## src/hdl/ssa_pkg.sv

```systemverilog
// Shared types, constants and helpers of the session slot allocator
`default_nettype none

package ssa_pkg;

    localparam int MAX_SLOTS = 64;
    localparam int SLOT_W    = $clog2(MAX_SLOTS);
    localparam int CNT_W     = 7;
    localparam int ID_W      = 16;
    localparam int HND_W     = 32;
    localparam int START_ID  = 1;
    localparam int GEN_BIT   = 15;
    localparam int PADDR_W   = 3;

    localparam logic [CNT_W-1:0] SLOTS_RESET = CNT_W'(64);

    typedef enum logic [2:0] {
        ACT_ACCEPT  = 3'd0,
        ACT_RELEASE = 3'd1,
        ACT_SEARCH  = 3'd2,
        ACT_FIRST   = 3'd3,
        ACT_NEXT    = 3'd4
    } action_t;

    typedef enum logic [1:0] {
        STS_OK    = 2'd0,
        STS_MISS  = 2'd1,
        STS_RANGE = 2'd2
    } status_t;

    typedef enum logic [1:0] {
        ST_IDLE,
        ST_EXEC,
        ST_LOAD
    } ssa_state_t;

    typedef struct packed {
        logic capture;
        logic execute;
        logic load;
    } ssa_cmd_t;

    typedef struct packed {
        logic out_valid;
    } ssa_stat_t;

    typedef struct packed {
        logic              found;
        logic [SLOT_W-1:0] slot;
    } find_t;

    function automatic find_t find_lowest(input logic [MAX_SLOTS-1:0] vec);
        find_t res;
        res.found = 1'b0;
        res.slot  = '0;
        for (int i = MAX_SLOTS - 1; i >= 0; i--) begin
            if (vec[i]) begin
                res.found = 1'b1;
                res.slot  = SLOT_W'(i);
            end
        end
        return res;
    endfunction

endpackage

`default_nettype wire

```

## src/hdl/ssa_regs.sv

```systemverilog
// Configuration register port of the session slot allocator
`default_nettype none

module ssa_regs
    import ssa_pkg::*;
(
    input  wire logic               clk,
    input  wire logic               rst_n,
    input  wire logic               psel,
    input  wire logic               penable,
    input  wire logic               pwrite,
    input  wire logic [PADDR_W-1:0] paddr,
    input  wire logic [31:0]        pwdata,
    output logic      [31:0]        prdata,
    output logic                    pready,
    output logic      [CNT_W-1:0]   cfg_slots
);

    logic [CNT_W-1:0] slots_reg;
    logic [CNT_W-1:0] slots_next;
    logic             sel_slots;

    assign pready    = 1'b1;
    assign sel_slots = (paddr[PADDR_W-1:2] == '0);

    always_comb
    begin
        slots_next = slots_reg;
        if (psel && penable && pwrite && pready && sel_slots)
        begin
            slots_next = pwdata[CNT_W-1:0];
        end
    end

    always_ff @(posedge clk or negedge rst_n)
    begin
        if (!rst_n)
        begin
            slots_reg <= SLOTS_RESET;
        end
        else
        begin
            slots_reg <= slots_next;
        end
    end

    assign prdata    = sel_slots ? {{(32-CNT_W){1'b0}}, slots_reg} : 32'd0;
    assign cfg_slots = slots_reg;

endmodule

`default_nettype wire

```

## src/hdl/ssa_ctrl.sv

```systemverilog
// Controller state machine of the session slot allocator
`default_nettype none

module ssa_ctrl
    import ssa_pkg::*;
(
    input  wire logic      clk,
    input  wire logic      rst_n,
    input  wire logic      in_valid,
    input  wire logic      out_ready,
    input  wire ssa_stat_t stat,
    output logic           in_ready,
    output ssa_cmd_t       cmd
);

    ssa_state_t state_reg;
    ssa_state_t state_next;

    always_ff @(posedge clk or negedge rst_n)
    begin
        if (!rst_n)
        begin
            state_reg <= ST_IDLE;
        end
        else
        begin
            state_reg <= state_next;
        end
    end

    always_comb
    begin
        state_next = state_reg;
        in_ready   = 1'b0;
        cmd        = '0;
        unique case (state_reg)
            ST_IDLE:
            begin
                in_ready = 1'b1;
                if (in_valid)
                begin
                    cmd.capture = 1'b1;
                    state_next  = ST_EXEC;
                end
            end
            ST_EXEC:
            begin
                cmd.execute = 1'b1;
                state_next  = ST_LOAD;
            end
            ST_LOAD:
            begin
                if (!stat.out_valid || out_ready)
                begin
                    cmd.load = 1'b1;
                    in_ready = 1'b1;
                    if (in_valid)
                    begin
                        cmd.capture = 1'b1;
                        state_next  = ST_EXEC;
                    end
                    else
                    begin
                        state_next = ST_IDLE;
                    end
                end
            end
            default:
            begin
                state_next = ST_IDLE;
            end
        endcase
    end

endmodule

`default_nettype wire

```

## src/hdl/ssa_datapath.sv

```systemverilog
// Slot flags, handle memory and result path of the session slot allocator
`default_nettype none

module ssa_datapath
    import ssa_pkg::*;
(
    input  wire logic             clk,
    input  wire logic             rst_n,
    input  wire ssa_cmd_t         cmd,
    input  wire logic [CNT_W-1:0] cfg_slots,
    input  wire logic [2:0]       in_action,
    input  wire logic [ID_W-1:0]  in_sess_id,
    input  wire logic [HND_W-1:0] in_handle,
    input  wire logic             out_ready,
    output ssa_stat_t             stat,
    output logic                  out_valid,
    output logic      [1:0]       out_status,
    output logic      [ID_W-1:0]  out_result_id,
    output logic      [HND_W-1:0] out_result_handle,
    output logic      [CNT_W-1:0] out_active_count
);

    localparam logic [ID_W-1:0] GEN_MASK = ID_W'(1) << GEN_BIT;
    localparam logic [ID_W-1:0] START    = ID_W'(START_ID);

    logic [2:0]           action_reg;
    logic [ID_W-1:0]      sid_reg;
    logic [HND_W-1:0]     hnd_reg;

    logic [MAX_SLOTS-1:0] used_reg,  used_next;
    logic [MAX_SLOTS-1:0] gen_reg,   gen_next;
    logic [MAX_SLOTS-1:0] nz_reg,    nz_next;
    logic [CNT_W-1:0]     count_reg, count_next;

    logic [1:0]           status_reg, status_next;
    logic [ID_W-1:0]      rid_reg,    rid_next;
    logic                 hsel_reg,   hsel_next;

    logic                 ovalid_reg, ovalid_next;
    logic [1:0]           ostatus_reg;
    logic [ID_W-1:0]      orid_reg;
    logic [HND_W-1:0]     ohnd_reg;
    logic [CNT_W-1:0]     ocount_reg;

    logic [HND_W-1:0]     handle_mem [MAX_SLOTS];
    logic [HND_W-1:0]     mem_q;
    logic                 mem_we;
    logic                 mem_re;
    logic [SLOT_W-1:0]    mem_addr;

    logic [CNT_W-1:0]     limit;
    logic [MAX_SLOTS-1:0] in_limit;
    logic [MAX_SLOTS-1:0] from_mask;
    logic [ID_W-1:0]      bare;
    logic [ID_W-1:0]      idx;
    logic                 id_ok;
    logic [SLOT_W-1:0]    slot;
    logic [CNT_W-1:0]     scan_from;
    find_t                free_hit;
    find_t                scan_hit;

    always_comb
    begin
        limit = (cfg_slots > CNT_W'(MAX_SLOTS)) ? CNT_W'(MAX_SLOTS) : cfg_slots;
        bare  = sid_reg & ~GEN_MASK;
        idx   = bare - START;
        id_ok = (bare >= START) && (idx < ID_W'(limit));
        slot  = idx[SLOT_W-1:0];
        scan_from = (action_reg == ACT_NEXT) ? (CNT_W'(slot) + CNT_W'(1)) : '0;
        for (int i = 0; i < MAX_SLOTS; i++)
        begin
            in_limit[i]  = (CNT_W'(i) < limit);
            from_mask[i] = (CNT_W'(i) >= scan_from);
        end
        free_hit = find_lowest(~used_reg & in_limit);
        scan_hit = find_lowest(used_reg & nz_reg & in_limit & from_mask);
    end

    always_comb
    begin
        used_next   = used_reg;
        gen_next    = gen_reg;
        nz_next     = nz_reg;
        count_next  = count_reg;
        status_next = status_reg;
        rid_next    = rid_reg;
        hsel_next   = hsel_reg;
        mem_we      = 1'b0;
        mem_re      = 1'b0;
        mem_addr    = slot;
        if (cmd.execute)
        begin
            status_next = STS_RANGE;
            rid_next    = '0;
            hsel_next   = 1'b0;
            unique case (action_reg)
                ACT_ACCEPT:
                begin
                    status_next = STS_MISS;
                    mem_addr    = free_hit.slot;
                    if (free_hit.found)
                    begin
                        used_next[free_hit.slot] = 1'b1;
                        nz_next[free_hit.slot]   = (hnd_reg != '0);
                        mem_we      = 1'b1;
                        count_next  = count_reg + CNT_W'(1);
                        status_next = STS_OK;
                        rid_next    = ID_W'(free_hit.slot) + START;
                        if (gen_reg[free_hit.slot])
                        begin
                            rid_next = rid_next | GEN_MASK;
                        end
                    end
                end
                ACT_RELEASE:
                begin
                    if (id_ok && used_reg[slot])
                    begin
                        used_next[slot] = 1'b0;
                        nz_next[slot]   = 1'b0;
                        gen_next[slot]  = ~gen_reg[slot];
                        count_next      = count_reg - CNT_W'(1);
                        status_next     = STS_OK;
                    end
                end
                ACT_SEARCH:
                begin
                    if (id_ok && used_reg[slot])
                    begin
                        status_next = STS_OK;
                        rid_next    = sid_reg;
                        hsel_next   = 1'b1;
                        mem_re      = 1'b1;
                    end
                end
                ACT_FIRST, ACT_NEXT:
                begin
                    mem_addr = scan_hit.slot;
                    if (action_reg == ACT_FIRST || id_ok)
                    begin
                        if (scan_hit.found)
                        begin
                            status_next = STS_OK;
                            rid_next    = ID_W'(scan_hit.slot) + START;
                            hsel_next   = 1'b1;
                            mem_re      = 1'b1;
                        end
                        else
                        begin
                            status_next = STS_MISS;
                        end
                    end
                end
                default:
                begin
                    status_next = STS_RANGE;
                end
            endcase
        end
    end

    always_ff @(posedge clk)
    begin
        if (mem_we)
        begin
            handle_mem[mem_addr] <= hnd_reg;
        end
        if (mem_re)
        begin
            mem_q <= handle_mem[mem_addr];
        end
    end

    always_ff @(posedge clk)
    begin
        if (cmd.capture)
        begin
            action_reg <= in_action;
            sid_reg    <= in_sess_id;
            hnd_reg    <= in_handle;
        end
        status_reg <= status_next;
        rid_reg    <= rid_next;
        hsel_reg   <= hsel_next;
        if (cmd.load)
        begin
            ostatus_reg <= status_reg;
            orid_reg    <= rid_reg;
            ohnd_reg    <= hsel_reg ? mem_q : '0;
            ocount_reg  <= count_reg;
        end
    end

    always_comb
    begin
        ovalid_next = ovalid_reg;
        if (cmd.load)
        begin
            ovalid_next = 1'b1;
        end
        else if (out_ready)
        begin
            ovalid_next = 1'b0;
        end
    end

    always_ff @(posedge clk or negedge rst_n)
    begin
        if (!rst_n)
        begin
            used_reg   <= '0;
            gen_reg    <= '0;
            nz_reg     <= '0;
            count_reg  <= '0;
            ovalid_reg <= 1'b0;
        end
        else
        begin
            used_reg   <= used_next;
            gen_reg    <= gen_next;
            nz_reg     <= nz_next;
            count_reg  <= count_next;
            ovalid_reg <= ovalid_next;
        end
    end

    assign stat.out_valid    = ovalid_reg;
    assign out_valid         = ovalid_reg;
    assign out_status        = ostatus_reg;
    assign out_result_id     = orid_reg;
    assign out_result_handle = ohnd_reg;
    assign out_active_count  = ocount_reg;

endmodule

`default_nettype wire

```

## src/hdl/session_slot_allocator.sv

```systemverilog
// Session slot allocator: first-fit slot table with generation bits
// An input transfer is captured, then executed (flag search and handle
// memory access) and then loaded into the output registers; a new input is
// accepted in the load step, which waits while a result is held unaccepted.
// Reset clears all used, generation and handle flags, the active count and
// sets the slot count register to 64; the handle memory needs no clearing pass.
`default_nettype none

module session_slot_allocator
    import ssa_pkg::*;
(
    input  wire logic               clk,
    input  wire logic               rst_n,
    input  wire logic               s_axis_tvalid,
    output logic                    s_axis_tready,
    input  wire logic [47:0]        s_axis_tdata,  // sess_id[15:0], handle[47:16]
    input  wire logic [2:0]         s_axis_tuser,  // action[2:0]
    output logic                    m_axis_tvalid,
    input  wire logic               m_axis_tready,
    output logic      [55:0]        m_axis_tdata,  // result_id[15:0], result_handle[47:16],
                                                   // active_count[54:48], zero[55]
    output logic      [1:0]         m_axis_tuser,  // status[1:0]
    input  wire logic               psel,
    input  wire logic               penable,
    input  wire logic               pwrite,
    input  wire logic [PADDR_W-1:0] paddr,
    input  wire logic [31:0]        pwdata,
    output logic      [31:0]        prdata,
    output logic                    pready
);

    ssa_cmd_t         cmd;
    ssa_stat_t        stat;
    logic [CNT_W-1:0] cfg_slots;
    logic [ID_W-1:0]  result_id;
    logic [HND_W-1:0] result_handle;
    logic [CNT_W-1:0] active_count;

    ssa_regs u_regs (
        .clk       (clk),
        .rst_n     (rst_n),
        .psel      (psel),
        .penable   (penable),
        .pwrite    (pwrite),
        .paddr     (paddr),
        .pwdata    (pwdata),
        .prdata    (prdata),
        .pready    (pready),
        .cfg_slots (cfg_slots)
    );

    ssa_ctrl u_ctrl (
        .clk       (clk),
        .rst_n     (rst_n),
        .in_valid  (s_axis_tvalid),
        .out_ready (m_axis_tready),
        .stat      (stat),
        .in_ready  (s_axis_tready),
        .cmd       (cmd)
    );

    ssa_datapath u_dp (
        .clk               (clk),
        .rst_n             (rst_n),
        .cmd               (cmd),
        .cfg_slots         (cfg_slots),
        .in_action         (s_axis_tuser),
        .in_sess_id        (s_axis_tdata[15:0]),
        .in_handle         (s_axis_tdata[47:16]),
        .out_ready         (m_axis_tready),
        .stat              (stat),
        .out_valid         (m_axis_tvalid),
        .out_status        (m_axis_tuser),
        .out_result_id     (result_id),
        .out_result_handle (result_handle),
        .out_active_count  (active_count)
    );

    assign m_axis_tdata = {1'b0, active_count, result_handle, result_id};

endmodule

`default_nettype wire

```

## config.mk

```make
export PLATFORM = sky130hd
export DESIGN_NAME = session_slot_allocator
export DESIGN_NICKNAME = d
export VERILOG_FILES = /design/src/hdl/ssa_pkg.sv /design/src/hdl/ssa_regs.sv /design/src/hdl/ssa_ctrl.sv /design/src/hdl/ssa_datapath.sv /design/src/hdl/session_slot_allocator.sv
export SDC_FILE = /design/constraint.sdc
export NUM_CORES = 2
export LEC_CHECK = 0
export ABC_AREA = 1
export BUFFER_PORTS_ARGS = -buffer_cell sky130_fd_sc_hd__buf_4
export CELL_PAD_IN_SITES_DETAIL_PLACEMENT = 0
export CELL_PAD_IN_SITES_GLOBAL_PLACEMENT = 1
export CORE_MARGIN = 8
export CORE_UTILIZATION = 45
export CTS_CLUSTER_SIZE = 20
export DETAILED_ROUTE_END_ITERATION = 10
export HOLD_SLACK_MARGIN = 0.12
export MAX_ROUTING_LAYER = met4
export PLACE_DENSITY_LB_ADDON = 0.1
export SLEW_MARGIN = 20
export SYNTH_ARGS = -nofsm -noshare
export SYNTH_HDL_FRONTEND = slang
export SYNTH_SLANG_ARGS = --single-unit
```

## constraint.sdc

```tcl
create_clock -name clk -period 11.13 [get_ports clk]
set_input_delay 1.113 -clock clk [delete_from_list [all_inputs] [get_ports clk]]
set_output_delay 1.113 -clock clk [all_outputs]
set_load 0.005 [all_outputs]
```

=== Word level (Yosys, flattened, before mapping) ===
Memory sizes are Yosys's and may differ from the RTL's. A register that Yosys moved wholly into a read port is not among the register bits.
Cells that the tools add are included.

* Memory bits (writable): 2048
* Logic and storage cells: 388
* Memories kept: 1
* Register bits: 336

{| class="wikitable"
|+ Memory list
! name !! words !! bits a word !! read ports !! clocked after Yosys merged registers in !! wr ports !! RTL line !! text
|-
| u_dp.handle_mem || 64 || 32 || 1 || 1 || 1 || ssa_datapath.sv:45 || <nowiki>logic [HND_W-1:0] handle_mem [MAX_SLOTS];</nowiki>
|}

* $lt $le $gt $ge: 135
* Mux-type cells: 188
* Equality and inequality tests: 10
* $add $sub $neg: 6
* Bitwise logic cells: 11
* Reduce and logical (&&, ||, !) cells: 20

{| class="wikitable"
|+ Operators with widths
! kind !! number
|-
| 7-bit two-way mux || 133
|-
| 64-bit bitwise AND || 6
|-
| 64-bit two-way mux || 4
|-
| 64-bit one-hot mux with 2 select lines || 2
|-
| 6-bit by 7-bit greater-or-equal comparator with 1-bit output (first input constant) || 32
|-
| 6-bit by 7-bit < comparator with 1-bit output (first input constant) || 32
|-
| 64-bit bitwise mux || 2
|-
| 64-bit NOT || 2
|-
| 5-bit by 7-bit greater-or-equal comparator with 1-bit output (first input constant) || 16
|-
| 5-bit by 7-bit < comparator with 1-bit output (first input constant) || 16
|-
| 16-bit two-way mux || 5
|-
| 64-bit bitwise OR || 1
|-
| 4-bit by 7-bit greater-or-equal comparator with 1-bit output (first input constant) || 8
|-
| 4-bit by 7-bit < comparator with 1-bit output (first input constant) || 8
|-
| 16-bit one-hot mux with 3 select lines || 1
|-
| 32-bit nonzero test || 1
|-
| 3-bit by 7-bit greater-or-equal comparator with 1-bit output (first input constant) || 4
|-
| 3-bit by 7-bit < comparator with 1-bit output (first input constant) || 4
|-
| 1-bit two-way mux || 24
|-
| 6-bit by 1-bit adder with 7-bit output (second input constant) || 3
|-
| 1-bit binary-select mux with 6-bit select || 3
|-
| 16-bit by 7-bit < comparator with 1-bit output || 1
|-
| 15-bit by 1-bit subtractor with 16-bit output (second input constant) || 1
|-
| 15-bit by 1-bit greater-or-equal comparator with 1-bit output (second input constant) || 1
|-
| other kinds (34) || 60
|}

=== Depth between registers and ports, before layout ===
* Depth after elaboration: 75
* Gate-level depth with buffers: 83

=== By module ===
A second synthesis with hierarchy kept.

* Cell total of the unflattened synthesis: 9871
* Area, all modules: 106025.4 sq um

{| class="wikitable"
|+ By module, submodules not included
! module !! cells each !! instances !! sequential area each (sq um) !! area each (sq um)
|-
| ssa_datapath || 9769 || 1 || 71278.4 || 105298.5
|-
| ssa_regs || 76 || 1 || 176.4 || 573.0
|-
| ssa_ctrl || 24 || 1 || 50.0 || 142.6
|-
| session_slot_allocator || 2 || 1 || 0.0 || 11.3
|}

=== Worst setup path before layout ===
OpenSTA, ideal clock, no wires.

* Path kind: reg-to-reg
* Start point: register u_dp.sid_reg[0]
* End point: memory u_dp.handle_mem[11][0] (enable)
* Arrival: 6.633 ns
* Path slack: 4.076 ns
* Cell stages (with the launch flop): 70
* Clock period less this slack: 7.054 ns
* Path through: edfxtp_1 -> buf_2 -> inv_4 -> ha_1 -> inv_2 -> nand4_2 -> buf_4 -> nor2_1 -> nand3_1 -> nand2_1 -> nor2_4 -> nand2_4 -> nand2_4 -> or4_1 -> nand2_1 -> nand2_1 -> nand2_1 -> nand2_1 -> [... 34 more ...] -> nand2_1 -> nand2_1 -> nand2_1 -> nand2_1 -> nand2_1 -> nand2_1 -> nand2_1 -> nand2_1 -> nand2_2 -> nand2_2 -> nand3_4 -> nand2_2 -> buf_6 -> buf_6 -> buf_2 -> inv_1 -> nand2_1 -> nor2_1

* Longest elaborated chain between the ends: 71
* Elaborated cells on any way between the ends: 134

{| class="wikitable"
|+ RTL lines
! item !! RTL line !! text
|-
| from (decl) || ssa_datapath.sv:27 || <nowiki>logic [ID_W-1:0] sid_reg;</nowiki>
|-
| from (signal assigned) || ssa_datapath.sv:179 || <nowiki>sid_reg <= in_sess_id;</nowiki>
|-
| 15-bit by 1-bit subtractor with 16-bit output * || ssa_datapath.sv:66 || <nowiki>idx = bare - START;</nowiki>
|-
| 6-bit by 1-bit adder with 7-bit output || ssa_datapath.sv:69 || <nowiki>scan_from = (action_reg == ACT_NEXT) ? (CNT_W'(slot) + CNT_W'(1)) : '0;</nowiki>
|-
| 7-bit two-way mux || ssa_datapath.sv:69 ||
|-
| 6-bit by 7-bit greater-or-equal comparator with 1-bit output || ssa_datapath.sv:73 || <nowiki>from_mask[i] = (CNT_W'(i) >= scan_from);</nowiki>
|-
| 64-bit bitwise AND || ssa_datapath.sv:76 || <nowiki>scan_hit = find_lowest(used_reg & nz_reg & in_limit & from_mask);</nowiki>
|-
| 7-bit two-way mux (64 in series) || ssa_pkg.sv:57 || <nowiki>if (vec[i]) begin</nowiki>
|-
| 6-bit one-hot mux with 2 select lines || ssa_datapath.sv:96 || <nowiki>unique case (action_reg)</nowiki>
|-
| 6-bit two-way mux * || ssa_datapath.sv:91 || <nowiki>if (cmd.execute)</nowiki>
|-
| to (decl) || ssa_datapath.sv:45 ||
|}

Every way passes the cells marked *; elsewhere a longest branch is shown, timed or not.

=== Worst setup path in the final report ===
* Start point: register u_dp.sid_reg[0]
* End point: memory u_dp.handle_mem[13][4] (enable)

Same word-level chain as after synthesis.

==> run summary <==
DR iter-0 viols = 9,176
die width = 502.1 um
Worst Path Required = 11.68 ns
commonest cells in the synthesized netlist = nand2_1, edfxtp_1, nand3_1
Bufs on Longest Clock Path = 4
Reg-to-Reg End = u_dp.handle_mem[13][4]
H-tree depth = 5
# IOs = 186
First-pass DRT Iterations = 6
CORE AREA = 235,200 sq um
max FFs per register = 2,048
crit path max fanout = 32
unrepaired setup endpoints after global routing = false
largest net degree at the start of global routing = 178
routability cong. = 0.9644
leakage power = 47.13 nW
worst slew pin tran = 1.140 ns
PD cells = 182.6 nW/um^2
port buffer count = 131
share of synthesized registers carrying an async set or reset = 8.651%
final WL = 375,100 um
Yosys reg bits = 2,416
top-count cell post-synth = nand2_1
fin crit share = 85.99%
critical path type = flip-flop to flip-flop
worst slack at placement = 1.912 ns
Area growth syn-to-layout = 15.15%
YS warnings = 0
Critical Path Slowest Stage Cell = nor2_4
top-area cell type share of the netlist area = 62.33%
Clock Sinks = 2,416
initial antenna violation count = 17
layout cell share with drive strength beyond 1 = 10.40%
fin crit period = 9.571 ns
Setup crit start kind = flip-flop
total track usage = 29.66%
CTS Buf Count = 282
GRT Residual Overflow = 0
Die Ht = 502.1 um
via count = 80.00k
Total Nets Final = 10.14k
Max VDD drop = 0.1443 mV
worst r2r src = u_dp.sid_reg[0]
most frequent CP cell = nand2_1
Arr. time, crit path = 10.12 ns
Final Util = 52.06%
leading area contributor after synthesis = edfxtp_1
CP endpoint kind = flip-flop
Post-DRT Antenna Nets = 0
register-to-register setup slack = 1.56 ns
Cells after Synth = 9,851
clk root buf = clkbuf_16
R2R depth = 42
standard-cell rows = 178
vias in the first global route = 74.86k
CTS tree = built
final number of hold-violating endpoints = 0
Post-route DRC = 0
post-synthesis area per instance = 10.79 sq um
setup_tns = 0 ns
Max Cap Viol = 0
top cells by area, synth = edfxtp_1, nand2_1, nand4_1, nand3_1, dfrtp_1
hpwl dp = 225,900 um
Max Slew Vio Count = 0
first-pass GRT wire length = 536,300 um
Max Clock Skew = 0.06446 ns
Hold Crit Class = primary input to asynchronous set/reset pin
synthesized area = 106,300 sq um
endpoints failing setup = 0
fill cell count = 20.83k
Yosys cell types = 65
Clock Pin Slew Worst Setup and Hold Paths = 0.06 ns
Top reg by flops = u_dp.handle_mem
Clk Latency, worst-skew pair = 0.93 ns
post-CTS setup buffer count = 0
Vias/cell = 5.977
Post-synth EDFFs = 2,207
PostCTS Resize Cnt = 0
result of the run = finished clean
max incr delay on CP = 0.84 ns
Most used DFF post-synth = edfxtp_1
Starting Density = 45.21%
post-synthesis sequential area ratio = 67.25%
Hold-fix buffers, CTS = 0
die area = 252,100 sq um
DR WL/cell = 28.03 um
relative slew slack = 23.82%
PnR worst setup slack = 1.559 ns
Max Fclk = 104.5 MHz
==> placed cells by master (no fill, tap or decap), drive strengths merged, types with 94 or more instances in the layout <==
cell and count:
clkinv 94, nand3 1134, a21oi 108, nand4 1088, o21ai 162, nor2 1035, clkbuf 367, buf 562
edfxtp 2207, o22ai 109, nand2 2323, inv 442, dfrtp 208
==> critical path: cells and delay by family (launching register included) <==
| family | cells | cell delay (ns) |
|---|---|---|
| compound gates | 9 | 1.53 |
| xor+xnor | 1 | 0.40 |
| fa+ha+maj | 1 | 0.38 |
| buf+inv | 10 | 1.97 |
| flops | 1 | 0.59 |
| simple gates | 21 | 4.25 |
==> stage by stage <==
| step | instance area (sq um) | std cells | hold slack (ns) | total power [W] |
|---|---|---|---|---|
| floorplan | 106400 | 9882 | 0.4003 | 0.01227 |
| global placement | 114000 | 12895 | 0.4011 | 0.01380 |
| detailed placement | 114000 | 12895 | 0.4045 | 0.01381 |
| CTS | 122400 | 13371 | 0.2932 | 0.02246 |
| global route | 122400 | 13374 | 0.3079 | 0.02306 |
| finish | 122400 | 13384 | 0.3249 | 0.02236 |
==> routing by layer <==
layer / global-route usage (%) / vias to the layer above / wire length (um)
li1: - / 35742 / -
met1: 40.90 / 40150 / 159600
met2: 45.64 / 3474 / 172900
met3: 3.923 / 633 / 27670
met4: 10.33 / 0 / 14960
met5: - / - / 0
==> kinds of logic (layout without fill, tap and decap cells) <==
logic type | count (synthesis) | after routing | synth area share (%)
XOR/XNOR | 15 | 15 | 0.1412
flip-flops | 2416 | 2416 | 67.25
AND/OR/NAND/NOR | 5671 | 5671 | 24.19
AO/OA/AOI/OAI | 568 | 568 | 3.242
other | 2 | 46 | 0.007064
multiplexers | 24 | 24 | 0.2342
adder cells (fa/ha/maj) | 15 | 15 | 0.1836
buffers and inverters | 1140 | 1479 | 4.743
==> power by group <==
group / total [W] / internal, W / switching (W)
Combinational: 0.00347 / 0.000905 / 0.00256
Clock: 0.00869 / 0.00506 / 0.00362
Sequential: 0.0102 / 0.0101 / 0.000110
Total: 0.0224 / 0.0161 / 0.00630
==> worst max-delay path by stage <==
stage / start / to / slack, ns / cells after the start
6_report: u_dp.sid_reg[0] / u_dp.handle_mem[13][4] / 1.56 / 42
5_1_grt: u_dp.sid_reg[0] / u_dp.handle_mem[13][15] / 1.36 / 44
4_1_cts: u_dp.sid_reg[0] / u_dp.handle_mem[5][16] / 1.90 / 42
3_5_place_dp: u_dp.sid_reg[0] / u_dp.handle_mem[61][22] / 1.91 / 42
3_3_place_gp: u_dp.sid_reg[0] / u_dp.handle_mem[61][22] / 1.88 / 42
2_1_floorplan: u_dp.sid_reg[0] / u_dp.handle_mem[11][0] / 4.08 / 69
==> area by class of cell <==
| type | count | area (sq um) | share of cell area, % |
|---|---|---|---|
| inverter | 441 | 1659 | 1.355 |
| tap | 3150 | 3941 | 3.219 |
| sequential | 2416 | 71500 | 58.41 |
| antenna | 13 | 32.53 | 0.02657 |
| clock buffer | 367 | 7521 | 6.143 |
| multi-input combinational | 6326 | 30530 | 24.94 |
| clock inverter | 109 | 900.9 | 0.7358 |
| timing repair buffer | 562 | 6341 | 5.179 |
(Power assumes the default switching activity.)
